<file path="config.mk">
export PLATFORM = sky130hd
export DESIGN_NAME = rgb_to_vga_planar_dither
export DESIGN_NICKNAME = d
export VERILOG_FILES = /design/src/design/rvpd_pkg.sv /design/src/design/rvpd_front.sv /design/src/design/rvpd_queue.sv /design/src/design/rvpd_back.sv /design/src/design/rgb_to_vga_planar_dither.sv
export VERILOG_INCLUDE_DIRS = /design/src /design/src/design
export SDC_FILE = /design/constraint.sdc
export NUM_CORES = 1
export LEC_CHECK = 0
export ABC_AREA = 1
export BUFFER_PORTS_ARGS = -buffer_cell sky130_fd_sc_hd__clkbuf_2
export CORE_UTILIZATION = 60
export CTS_BUF_LIST = sky130_fd_sc_hd__clkbuf_4
export DETAILED_ROUTE_END_ITERATION = 6
export PLACE_DENSITY = 0.78
export RECOVER_POWER = 100
export SYNTH_ARGS = -nofsm -noshare
export SYNTH_HDL_FRONTEND = slang
export SYNTH_SLANG_ARGS = --single-unit
</file>
<file path="constraint.sdc">
create_clock -name clock -period 7 [get_ports clock]
set_clock_uncertainty 0.05 [all_clocks]
set_input_delay 0.35 -clock clock [delete_from_list [all_inputs] [get_ports clock]]
set_output_delay 0.35 -clock clock [all_outputs]
set_load 0.05 [all_outputs]
</file>
<file path="src/design/rgb_to_vga_planar_dither_macros.svh">
// Assertion helpers for the planar dither block.
`ifndef RGB_TO_VGA_PLANAR_DITHER_MACROS_SVH
`define RGB_TO_VGA_PLANAR_DITHER_MACROS_SVH
// Implication checked every cycle outside reset.
`define RVPD_ASSERT_IMP(label, clk, rst, a, b, msg) \
   label: assert property (@(posedge clk) disable iff (rst) (a) |-> (b)) else $error(msg);
// Next-cycle implication checked outside reset.
`define RVPD_ASSERT_NEXT(label, clk, rst, a, b, msg) \
   label: assert property (@(posedge clk) disable iff (rst) (a) |=> (b)) else $error(msg);
`endif

</file>
<file path="src/design/rvpd_pkg.sv">
// ----------------------------------------------------------------------------
// rvpd_pkg
// Shared types, constants and the dither pair table.
// ----------------------------------------------------------------------------
package rvpd_pkg;
   localparam int unsigned DitherEntries = 512;
   localparam logic [23:0] MonoPattern = 24'hFFEA80;
   localparam logic [23:0] MonoForced  = 24'hBBBBBB;
   localparam logic [0:0]  CsrMonoMode  = 1'b0;
   localparam logic [0:0]  CsrLineWidth = 1'b1;

   // one classified pixel, front to back
   typedef struct packed {
      logic [15:0] offset;
      logic [2:0]  pos;
      logic [3:0]  px;
      logic        eor;
   } pix_type;

   // one result item
   typedef struct packed {
      logic [15:0] offset;
      logic [7:0]  p0;
      logic [7:0]  p1;
      logic [7:0]  p2;
      logic [7:0]  p3;
      logic [7:0]  mask;
      logic        last;
   } rsp_type;

   localparam logic [7:0] PairTable [DitherEntries] = '{
8'h00,8'h04,8'h04,8'h0C,8'h44,8'h4C,8'h4C,8'hCC,8'h02,8'h06,8'h06,8'h2C,8'h46,8'h6C,8'h6C,8'hCC,
8'h02,8'h06,8'h06,8'h2C,8'h46,8'h6C,8'h6C,8'hCE,8'h0A,8'h4A,8'h4A,8'h0E,8'h0E,8'h4E,8'h4E,8'hCE,
8'h22,8'h26,8'h26,8'h0E,8'h66,8'h4E,8'h4E,8'hCE,8'h2A,8'h6A,8'h6A,8'h2E,8'h2E,8'h6E,8'h6E,8'hCE,
8'h2A,8'h6A,8'h6A,8'h2E,8'h2E,8'h6E,8'h6E,8'hEE,8'hAA,8'hAA,8'hAE,8'hAE,8'hAE,8'hAE,8'hEE,8'hEE,
8'h01,8'h05,8'h05,8'h1C,8'h45,8'h5C,8'h5C,8'hCC,8'h03,8'h08,8'h08,8'h3C,8'h48,8'h8C,8'h8C,8'hCC,
8'h03,8'h08,8'h08,8'h3C,8'h48,8'h8C,8'h8C,8'hCE,8'h1A,8'h5A,8'h5A,8'h1E,8'h1E,8'h5E,8'h5E,8'hCE,
8'h23,8'h28,8'h28,8'h1E,8'h68,8'h5E,8'h5E,8'hCE,8'h3A,8'h8A,8'h8A,8'h3E,8'h3E,8'h8E,8'h8E,8'hCE,
8'h3A,8'h8A,8'h8A,8'h3E,8'h3E,8'h8E,8'h8E,8'hEE,8'hAA,8'hAA,8'hAE,8'hAE,8'hAE,8'hAE,8'hEE,8'hEE,
8'h01,8'h05,8'h05,8'h1C,8'h45,8'h5C,8'h5C,8'hCD,8'h03,8'h08,8'h08,8'h3C,8'h48,8'h8C,8'h8C,8'hCD,
8'h03,8'h08,8'h08,8'h3C,8'h48,8'h8C,8'h8C,8'h7C,8'h1A,8'h5A,8'h5A,8'h07,8'h1E,8'h47,8'h5E,8'h7C,
8'h23,8'h28,8'h28,8'h1E,8'h68,8'h5E,8'h5E,8'h7C,8'h3A,8'h8A,8'h8A,8'h27,8'h3E,8'h8E,8'h8E,8'h7E,
8'h3A,8'h8A,8'h8A,8'h3E,8'h3E,8'h8E,8'h8E,8'h7E,8'hAB,8'hAB,8'h7A,8'h7A,8'h7A,8'h7E,8'h7E,8'h7E,
8'h09,8'h49,8'h49,8'h0D,8'h0D,8'h4D,8'h4D,8'hCD,8'h29,8'h69,8'h69,8'h2D,8'h2D,8'h6D,8'h6D,8'hCD,
8'h29,8'h69,8'h69,8'h07,8'h2D,8'h47,8'h6D,8'h7C,8'h0B,8'h4B,8'h07,8'h07,8'h47,8'h47,8'h7C,8'h7C,
8'h0B,8'h4B,8'h4B,8'h27,8'h0F,8'h67,8'h4F,8'hCF,8'h2B,8'h6B,8'h27,8'h27,8'h67,8'h67,8'h6F,8'hCF,
8'h2B,8'h6B,8'h6B,8'h7A,8'h2F,8'h6F,8'h7E,8'h7E,8'hAB,8'hAB,8'h7A,8'h7A,8'hAF,8'hAF,8'h7E,8'hEF,
8'h11,8'h15,8'h15,8'h0D,8'h55,8'h4D,8'h4D,8'hCD,8'h13,8'h18,8'h18,8'h2D,8'h58,8'h6D,8'h6D,8'hCD,
8'h13,8'h18,8'h18,8'h2D,8'h58,8'h6D,8'h6D,8'h7C,8'h0B,8'h4B,8'h4B,8'h17,8'h0F,8'h57,8'h4F,8'hCF,
8'h33,8'h38,8'h38,8'h0F,8'h88,8'h4F,8'h4F,8'hCF,8'h2B,8'h6B,8'h6B,8'h37,8'h2F,8'h78,8'h6F,8'hCF,
8'h2B,8'h6B,8'h6B,8'h2F,8'h2F,8'h6F,8'h6F,8'hEF,8'hAB,8'hAB,8'h7A,8'hAF,8'hAF,8'hAF,8'hEF,8'hEF,
8'h19,8'h59,8'h59,8'h1D,8'h1D,8'h5D,8'h5D,8'hCD,8'h39,8'h89,8'h89,8'h3D,8'h3D,8'h8D,8'h8D,8'hCD,
8'h39,8'h89,8'h89,8'h17,8'h3D,8'h8D,8'h8D,8'h7D,8'h1B,8'h5B,8'h17,8'h17,8'h57,8'h57,8'h5F,8'hCF,
8'h1B,8'h5B,8'h5B,8'h37,8'h1F,8'h78,8'h5F,8'hCF,8'h3B,8'h8B,8'h8B,8'h37,8'h78,8'h78,8'h8F,8'hCF,
8'h3B,8'h8B,8'h8B,8'h3F,8'h3F,8'h8F,8'h77,8'h7F,8'hAB,8'hAB,8'h7B,8'hAF,8'hAF,8'hAF,8'h7F,8'hEF,
8'h19,8'h59,8'h59,8'h1D,8'h1D,8'h5D,8'h5D,8'hDD,8'h39,8'h89,8'h89,8'h3D,8'h3D,8'h8D,8'h8D,8'hDD,
8'h39,8'h89,8'h89,8'h3D,8'h3D,8'h8D,8'h8D,8'h7D,8'h1B,8'h5B,8'h5B,8'h79,8'h1F,8'h5F,8'h7D,8'h7D,
8'h1B,8'h5B,8'h5B,8'h1F,8'h1F,8'h5F,8'h5F,8'hDF,8'h3B,8'h8B,8'h8B,8'h3F,8'h3F,8'h8F,8'h77,8'h7F,
8'h3B,8'h8B,8'h8B,8'h7B,8'h3F,8'h77,8'h77,8'h7F,8'hBB,8'hBB,8'h7B,8'h7B,8'hBF,8'h7F,8'h7F,8'h7F,
8'h99,8'h99,8'h9D,8'h9D,8'h9D,8'h9D,8'hDD,8'hDD,8'h99,8'h99,8'h9D,8'h9D,8'h9D,8'h9D,8'hDD,8'hDD,
8'h9B,8'h9B,8'h79,8'h79,8'h79,8'h7D,8'h7D,8'h7D,8'h9B,8'h9B,8'h79,8'h79,8'h9F,8'h9F,8'h7D,8'hDF,
8'h9B,8'h9B,8'h79,8'h9F,8'h9F,8'h9F,8'hDF,8'hDF,8'h9B,8'h9B,8'h7B,8'h9F,8'h9F,8'h9F,8'h7F,8'hDF,
8'hBB,8'hBB,8'h7B,8'h7B,8'hBF,8'h7F,8'h7F,8'h7F,8'hBB,8'hBB,8'h7B,8'hBF,8'hBF,8'hBF,8'h7F,8'hFF
   };
endpackage

</file>
<file path="src/design/rvpd_front.sv">
// ----------------------------------------------------------------------------
// rvpd_front
// Registered offset multiply and dither of one pixel per cycle.
// ----------------------------------------------------------------------------
module rvpd_front import rvpd_pkg::*; (
   input  logic        clock,
   input  logic        reset,
   input  logic        in_valid,
   input  logic [23:0] colour,
   input  logic [9:0]  pixel_x,
   input  logic [9:0]  pixel_y,
   input  logic        end_of_run,
   input  logic        mono_mode,
   input  logic [10:0] line_width,
   output logic        out_valid,
   output pix_type     out_pix
);
   logic        valid_ff;
   pix_type     pix_ff, pix_in;
   logic [20:0] prod;
   logic [8:0]  idx;
   logic [7:0]  pair;
   logic        par;
   logic [1:0]  phase;
   logic [4:0]  s;
   logic [23:0] sh;

   always_comb begin
      prod  = pixel_y * line_width;
      par   = pixel_x[0] ^ pixel_y[0];
      idx   = {colour[7:5], colour[15:13], colour[23:21]};
      pair  = PairTable[idx];
      phase = {pixel_y[0], 1'b0} + {1'b0, par};
      // 2R + 3G + B reaches 18, so five bits
      s     = {2'b0, colour[23:22], 1'b0} + {3'b0, colour[15:14]}
              + {2'b0, colour[15:14], 1'b0} + {3'b0, colour[7:6]};
      sh    = MonoPattern >> ({1'b0, s} + {4'b0, phase});
      pix_in.offset = 16'((prod + {11'b0, pixel_x}) >> 3);
      pix_in.pos    = pixel_x[2:0];
      pix_in.eor    = end_of_run;
      if (mono_mode) begin
         pix_in.px = {3'b0, (colour == MonoForced) | sh[0]};
      end else begin
         pix_in.px = par ? pair[3:0] : pair[7:4];
      end
   end

   always_ff @(posedge clock) begin
      if (reset) valid_ff <= 1'b0;
      else       valid_ff <= in_valid;
      if (in_valid) pix_ff <= pix_in;
   end

   assign out_valid = valid_ff;
   assign out_pix   = pix_ff;
endmodule

</file>
<file path="src/design/rvpd_queue.sv">
// ----------------------------------------------------------------------------
// rvpd_queue
// Small FIFO of classified pixels.
// ----------------------------------------------------------------------------
module rvpd_queue import rvpd_pkg::*; (
   input  logic    clock,
   input  logic    reset,
   input  logic    wr,
   input  pix_type wdata,
   input  logic    rd,
   output logic    nonempty,
   output logic    room,
   output pix_type rdata
);
   // four slots; room drops at two so the item in the front stage still fits,
   // which keeps occupancy at three or below
   pix_type     mem [4];
   logic [2:0]  wp_ff, rp_ff, cnt;

   assign cnt      = wp_ff - rp_ff;
   assign nonempty = cnt != 3'd0;
   assign room     = cnt < 3'd2 || (cnt == 3'd2 && rd);
   assign rdata    = mem[rp_ff[1:0]];

   always_ff @(posedge clock) begin
      if (reset) begin
         wp_ff <= '0;
         rp_ff <= '0;
      end else begin
         if (wr) wp_ff <= wp_ff + 3'd1;
         if (rd) rp_ff <= rp_ff + 3'd1;
      end
      if (wr) mem[wp_ff[1:0]] <= wdata;
   end
endmodule

</file>
<file path="src/design/rvpd_back.sv">
// ----------------------------------------------------------------------------
// rvpd_back
// Byte group gathering and result output queue.
// ----------------------------------------------------------------------------
module rvpd_back import rvpd_pkg::*; (
   input  logic    clock,
   input  logic    reset,
   input  logic    in_valid,
   input  pix_type in_pix,
   input  logic    mono_mode,
   output logic    in_take,
   output logic    rsp_valid,
   output rsp_type rsp,
   input  logic    rsp_take
);
   logic [7:0]  planes_ff [4];
   logic [7:0]  mask_ff;
   logic [15:0] off_ff;
   rsp_type     q [4];
   logic [2:0]  wp_ff, rp_ff, cnt;
   logic        flush_old, flush_new;
   logic [7:0]  bitm, m2;
   logic [7:0]  np [4];
   rsp_type     r_old, r_new;

   assign cnt       = wp_ff - rp_ff;
   assign rsp_valid = cnt != 3'd0;
   assign rsp       = q[rp_ff[1:0]];
   assign in_take   = in_valid && cnt <= 3'd2;

   always_comb begin
      bitm      = 8'h80 >> in_pix.pos;
      flush_old = mask_ff != 8'h0 && in_pix.offset != off_ff;
      flush_new = in_pix.pos == 3'd7 || in_pix.eor;
      m2        = (flush_old ? 8'h0 : mask_ff) | bitm;
      for (int k = 0; k < 4; k++) begin
         np[k] = ((flush_old ? 8'h0 : planes_ff[k]) & ~bitm) | (in_pix.px[k] ? bitm : 8'h0);
      end
      r_old.offset = off_ff;
      r_old.p0 = planes_ff[0] & mask_ff;
      r_old.p1 = mono_mode ? 8'h0 : planes_ff[1] & mask_ff;
      r_old.p2 = mono_mode ? 8'h0 : planes_ff[2] & mask_ff;
      r_old.p3 = mono_mode ? 8'h0 : planes_ff[3] & mask_ff;
      r_old.mask = mask_ff;
      r_old.last = !flush_new;
      r_new.offset = in_pix.offset;
      r_new.p0 = np[0] & m2;
      r_new.p1 = mono_mode ? 8'h0 : np[1] & m2;
      r_new.p2 = mono_mode ? 8'h0 : np[2] & m2;
      r_new.p3 = mono_mode ? 8'h0 : np[3] & m2;
      r_new.mask = m2;
      r_new.last = 1'b1;
   end

   always_ff @(posedge clock) begin
      if (reset) begin
         wp_ff   <= '0;
         rp_ff   <= '0;
         mask_ff <= '0;
         off_ff  <= '0;
         for (int k = 0; k < 4; k++) planes_ff[k] <= '0;
      end else begin
         if (rsp_take) rp_ff <= rp_ff + 3'd1;
         if (in_take) begin
            off_ff <= in_pix.offset;
            if (flush_new) begin
               mask_ff <= '0;
               for (int k = 0; k < 4; k++) planes_ff[k] <= '0;
            end else begin
               mask_ff <= m2;
               for (int k = 0; k < 4; k++) planes_ff[k] <= np[k];
            end
            wp_ff <= wp_ff + 3'(flush_old) + 3'(flush_new);
         end
      end
      if (in_take) begin
         if (flush_old) begin
            q[wp_ff[1:0]] <= r_old;
            if (flush_new) q[2'(wp_ff[1:0] + 2'd1)] <= r_new;
         end else if (flush_new) begin
            q[wp_ff[1:0]] <= r_new;
         end
      end
   end
endmodule

</file>
<file path="src/design/rgb_to_vga_planar_dither.sv">
// ----------------------------------------------------------------------------
// rgb_to_vga_planar_dither
// Ordered dither of RGB pixels into 4-plane byte groups.
// ----------------------------------------------------------------------------
// One pixel is taken per cycle while full is low. The front registers the byte
// offset product and the dithered color (table or mono pattern); a four-slot
// queue then feeds the back, which gathers groups of eight and writes up to
// two result items per pixel into a four-entry output queue. Sustained rate
// is one item per cycle while results are popped and each pixel ends at most
// one group; a pixel that ends two groups takes two result slots. A result
// passes the front register and both queues to the ports. full follows the
// pixel queue, which fills once the output queue backs up. The user must
// write registers only while nothing is in flight; no logic enforces it.
module rgb_to_vga_planar_dither import rvpd_pkg::*; (
   input  logic        clock,
   input  logic        reset,
   input  logic        push,
   output logic        full,
   input  logic [23:0] req_colour,
   input  logic [9:0]  req_pixel_x,
   input  logic [9:0]  req_pixel_y,
   input  logic        req_end_of_run,
   output logic        empty,
   input  logic        pop,
   output logic [15:0] rsp_byte_offset,
   output logic [7:0]  rsp_plane0_byte,
   output logic [7:0]  rsp_plane1_byte,
   output logic [7:0]  rsp_plane2_byte,
   output logic [7:0]  rsp_plane3_byte,
   output logic [7:0]  rsp_write_mask,
   output logic        rsp_last_of_run,
   input  logic        csr_we,
   input  logic [0:0]  csr_index,
   input  logic [10:0] csr_wdata
);
`include "rgb_to_vga_planar_dither_macros.svh"
   logic        mono_ff;
   logic [10:0] width_ff;
   logic        f_valid, q_ne, q_room, b_take, b_valid, acc;
   pix_type     f_pix, q_pix;
   rsp_type     r;

   always_ff @(posedge clock) begin
      if (reset) begin
         mono_ff  <= 1'b0;
         width_ff <= 11'd640;
      end else if (csr_we) begin
         unique case (csr_index)
            CsrMonoMode:  mono_ff  <= csr_wdata[0];
            CsrLineWidth: width_ff <= csr_wdata;
            default: ;
         endcase
      end
   end

   // room already allows for the item still inside the front stage
   assign full = !q_room;
   assign acc  = push && !full;

   rvpd_front u_front (
      .clock, .reset, .in_valid(acc), .colour(req_colour), .pixel_x(req_pixel_x),
      .pixel_y(req_pixel_y), .end_of_run(req_end_of_run), .mono_mode(mono_ff),
      .line_width(width_ff), .out_valid(f_valid), .out_pix(f_pix)
   );

   rvpd_queue u_queue (
      .clock, .reset, .wr(f_valid), .wdata(f_pix), .rd(b_take),
      .nonempty(q_ne), .room(q_room), .rdata(q_pix)
   );

   rvpd_back u_back (
      .clock, .reset, .in_valid(q_ne), .in_pix(q_pix), .mono_mode(mono_ff),
      .in_take(b_take), .rsp_valid(b_valid), .rsp(r), .rsp_take(pop && b_valid)
   );

   assign empty           = !b_valid;
   assign rsp_byte_offset = r.offset;
   assign rsp_plane0_byte = r.p0;
   assign rsp_plane1_byte = r.p1;
   assign rsp_plane2_byte = r.p2;
   assign rsp_plane3_byte = r.p3;
   assign rsp_write_mask  = r.mask;
   assign rsp_last_of_run = r.last;

   `RVPD_ASSERT_IMP(a_no_push_full, clock, reset, full, !acc, "push taken while full")
   `RVPD_ASSERT_NEXT(a_front_valid, clock, reset, acc, f_valid, "front lost an item")
   `RVPD_ASSERT_IMP(a_mask_set, clock, reset, !empty, rsp_write_mask != 8'h0, "empty mask")
endmodule
</file>
==> run_results.csv <==
group,metric,value,unit
logic_synthesis,yosys-top-cells-area,"edfxtp_1, nand2_1, fa_1",
clock_tree,cts-root-buf,"clkbuf_4",
pwr,pwr-share-seq,0.323,
run_status,status,"finished with violations",
run_status,failed_checks,"capacitance limit, slew limit",
clock_tree,numCtsBuffers,107,
route,routedWlPerCell,20.34,µm
place,post-place-ws,1551,ps
setup_path,rr_startpoint,"u_back.wp_ff[0]",
setup_path,r2r-end,"u_back.q[0][16]",
clock_tree,clock_path_buffers,3,
setup_path,cp-endpoint,"u_back.q[0][16]",
sta,rsz0062_at_grt,"false",
setup_path,crit_required,7270,ps
place,port_buffers,120,
layout,syn2layout_area_growth,8.111,%
setup_path,worst-setup-path-type,"register to register",
logic_synthesis,yosys_warnings,0,
sta,relSlewSlack,-0.4724,
grt,grt_max_degree,115,
sta,worst_pin_slew,2209,ps
die,coreArea,44220,µm²
logic_synthesis,synthCells,3283,
pwr,p_leak,12.81,nW
setup_path,startpoint_type,"register",
logic_synthesis,ys_ff_latch,433,
layout,stdcell_count,4064,
route,routed_wl,82650,µm
pwr,p_sw,0.007175,W
sta,max_freq,0.1637,GHz
place,placedCellCount,3843,
logic_synthesis,synth-async-reset-ratio,0,
clock_tree,ctsResizeCount,0,
setup_path,crit_path_start,"u_back.wp_ff[0]",
setup_path,crit_chain,"inv_1 > ha_1 > inv_1 > fa_1 > xnor2_1 > xor2_1 > a21oi_1 > nand2_1 > clkbuf_1 > inv_1 > nand2_2 > nor2_1 > nand2_1 > clkbuf_1 > nand2_4",
sta,fin_crit_sh,0.8727,
clock_tree,cts_tree,"built",
logic_synthesis,synth-edff-count,368,
setup_path,crit_slowest_cell,"clkbuf_1",
layout,utilization,0.6589,
pwr,internal_power,0.006504,W
grt,grtUsageTotal,0.3581,
setup_path,cp.depth,15,
route,ant_nets,0,
run,maxCapViolations,6,
setup_path,cpMostUsedCell,"inv_1",
logic_synthesis,synth_common_cells,"nand2_1, edfxtp_1, o21ai_0",
die,initial_core_util,0.6094,
setup_path,r2r_slack,890,ps
sta,finalSetupViolCount,0,
place,gp_congestion,1.013,
setup_path,cp_top_family,"buffers and inverters",
clock_tree,h-tree-depth,3,
die,dieArea,45770,µm²
route,dr_total_vias,24450,
route,first_pass_iters,6,
setup_path,ff2ff_path_depth,15,
clock_tree,clkLatencyLatePin,860,ps
logic_synthesis,synth_flop_cell,"edfxtp_1",
logic_synthesis,synth_largest_area_cell,"edfxtp_1",
layout,drive_gt1_frac,0.08787,
hold_path,whs_path_depth,4,
setup_path,max_stage_delay,740,ps
sta,finalSetupTns,0,ps
grt,overflow,0,
grt,grt_pass1_wl,128500,µm
setup_path,endpoint_kind,"register",
logic_synthesis,synth_area,26950,µm²
pwr,p_per_area,469.5,nW/µm²
route,via_per_inst,6.016,
clock_tree,ctsHoldBuffers,27,
die,fp.dieW,213.9,µm
sta,layout_min_cycle_time,6109,ps
setup_path,path_buf_inv,5,
logic_synthesis,synthDistinctLibCells,53,
place,dp_hpwl,54420,µm
route,route.detailed.drc,0,
die,die_h,213.9,µm
pwr,p_sw_frac,0.5245,
sta,hold_viol,0,
sta,setup_ws,891.3,ps
clock_tree,clk_pin_slew,70,ps
pwr,p_clk_frac,0.153,
logic_synthesis,synth-seq-area-share,0.4583,
route,drt_iter0_markers,3234,
setup_path,path_max_fanout,57,
die,rows,77,
logic_synthesis,synth_top_area_share,0.4100,
logic_synthesis,synth_fp_nets,3506,
die,pin_count,121,
setup_path,arrival,6380,ps
grt,grt_pass1_vias,23910,
logic_synthesis,yosysMostFrequentCell,"nand2_1",
pwr,power_frac_comb,0.525,
clock_tree,post-cts-setup-buffers,0,
pwr,ir_drop,0.7137,mV
logic_synthesis,synth_area_per_cell,8.209,µm²
clock_tree,cts_sinks,433,
layout,finalNetCount,3610,
sta,slew_violations,192,
hold_path,hp-class,"input pin to register",
grt,antenna_found_initial,2,
==> worst min path at each step <==
stage / start / endpoint / slack, ps
after floorplan: reset / u_back.rp_ff[2] / 370
after global placement: u_back.q[2][0] / u_back.q[2][0] / 400
after detailed placement: u_back.q[2][0] / u_back.q[2][0] / 410
after CTS: csr_index / width_ff[8] / 20
after global routing: csr_index / width_ff[8] / 170
final: csr_index / width_ff[6] / 120
==> flip-flops by register name, summed over array words and instances (netlist names), 8 cells and up, named ones only <==
name              count
u_back.planes_ff     32
width_ff             11
u_back.q            228
u_front.out_pix      24
u_back.mask_ff        8
u_back.off_ff        16
u_queue.mem          96
==> cell usage in the layout (no fill, tap or decap), types with 58 or more instances in the layout <==
cell      instances
clkbuf_2         58
fa_1             86
o21ai_0         319
a21oi_1         117
nor2_1          275
nand3_1         152
clkbuf_1         68
clkbuf_4        151
inv_1           297
dfxtp_1          64
ha_1             75
edfxtp_1        368
nand2_1        1047
o22ai_1         101
==> worst register-to-register path, stage by stage (launching register included) <==
cell and delay [ps]:
dfxtp_1 360, inv_1 110, ha_1 150, inv_1 50, fa_1 370, xnor2_1 190, xor2_1 230, a21oi_1 100
nand2_1 80, clkbuf_1 740, inv_1 750, nand2_2 340, nor2_1 120, nand2_1 530, clkbuf_1 660, nand2_4 740
==> metal layers <==
layer / GRT usage / part of all wire
met1: 0.4453 / 0.37
met2: 0.5987 / 0.48
met3: 0.06013 / 0.11
met4: 0.1918 / 0.046
met5: 0 / 0.00016
==> power groups by stage <==
stage,registers [W],clock network [W],logic [W]
2_1_floorplan,0.00430,0,0.00529
6_report,0.00441,0.00209,0.00718
4_1_cts,0.00440,0.00210,0.00718
3_5_place_dp,0.00445,0,0.00714
3_3_place_gp,0.00442,0,0.00699
5_1_grt,0.00448,0.00222,0.00766
==> per-stage QoR <==
| stage | cell area [µm²] | hold slack (ps) | power, W |
|---|---|---|---|
| floorplan | 26950 | 369.1 | 0.009586 |
| global placement | 27640 | 401.4 | 0.01141 |
| detailed placement | 27640 | 410.7 | 0.01160 |
| CTS | 29260 | 19.50 | 0.01367 |
| global route | 29140 | 171.9 | 0.01436 |
| finish | 29140 | 119.8 | 0.01368 |
==> final cells by class <==
| cell class | instances | area [µm²] |
|---|---|---|
| tap | 592 | 740.7 |
| sequential | 433 | 12350 |
| timing repair buffer | 162 | 883.3 |
| clock inverter | 42 | 215.2 |
| clock buffer | 151 | 1134 |
| fill | 3736 | 15090 |
| antenna | 1 | 2.502 |
| inverter | 330 | 1239 |
| multi-input combinational | 2353 | 12570 |
==> kinds of logic after synthesis <==
group	share of synthesized area
compound gates	0.1236
buf+inv	0.07540
xor+xnor	0.009100
simple gates	0.2348
fa+ha+maj	0.09870
flops	0.4583
Note: power is estimated with default switching activity, not from simulation.
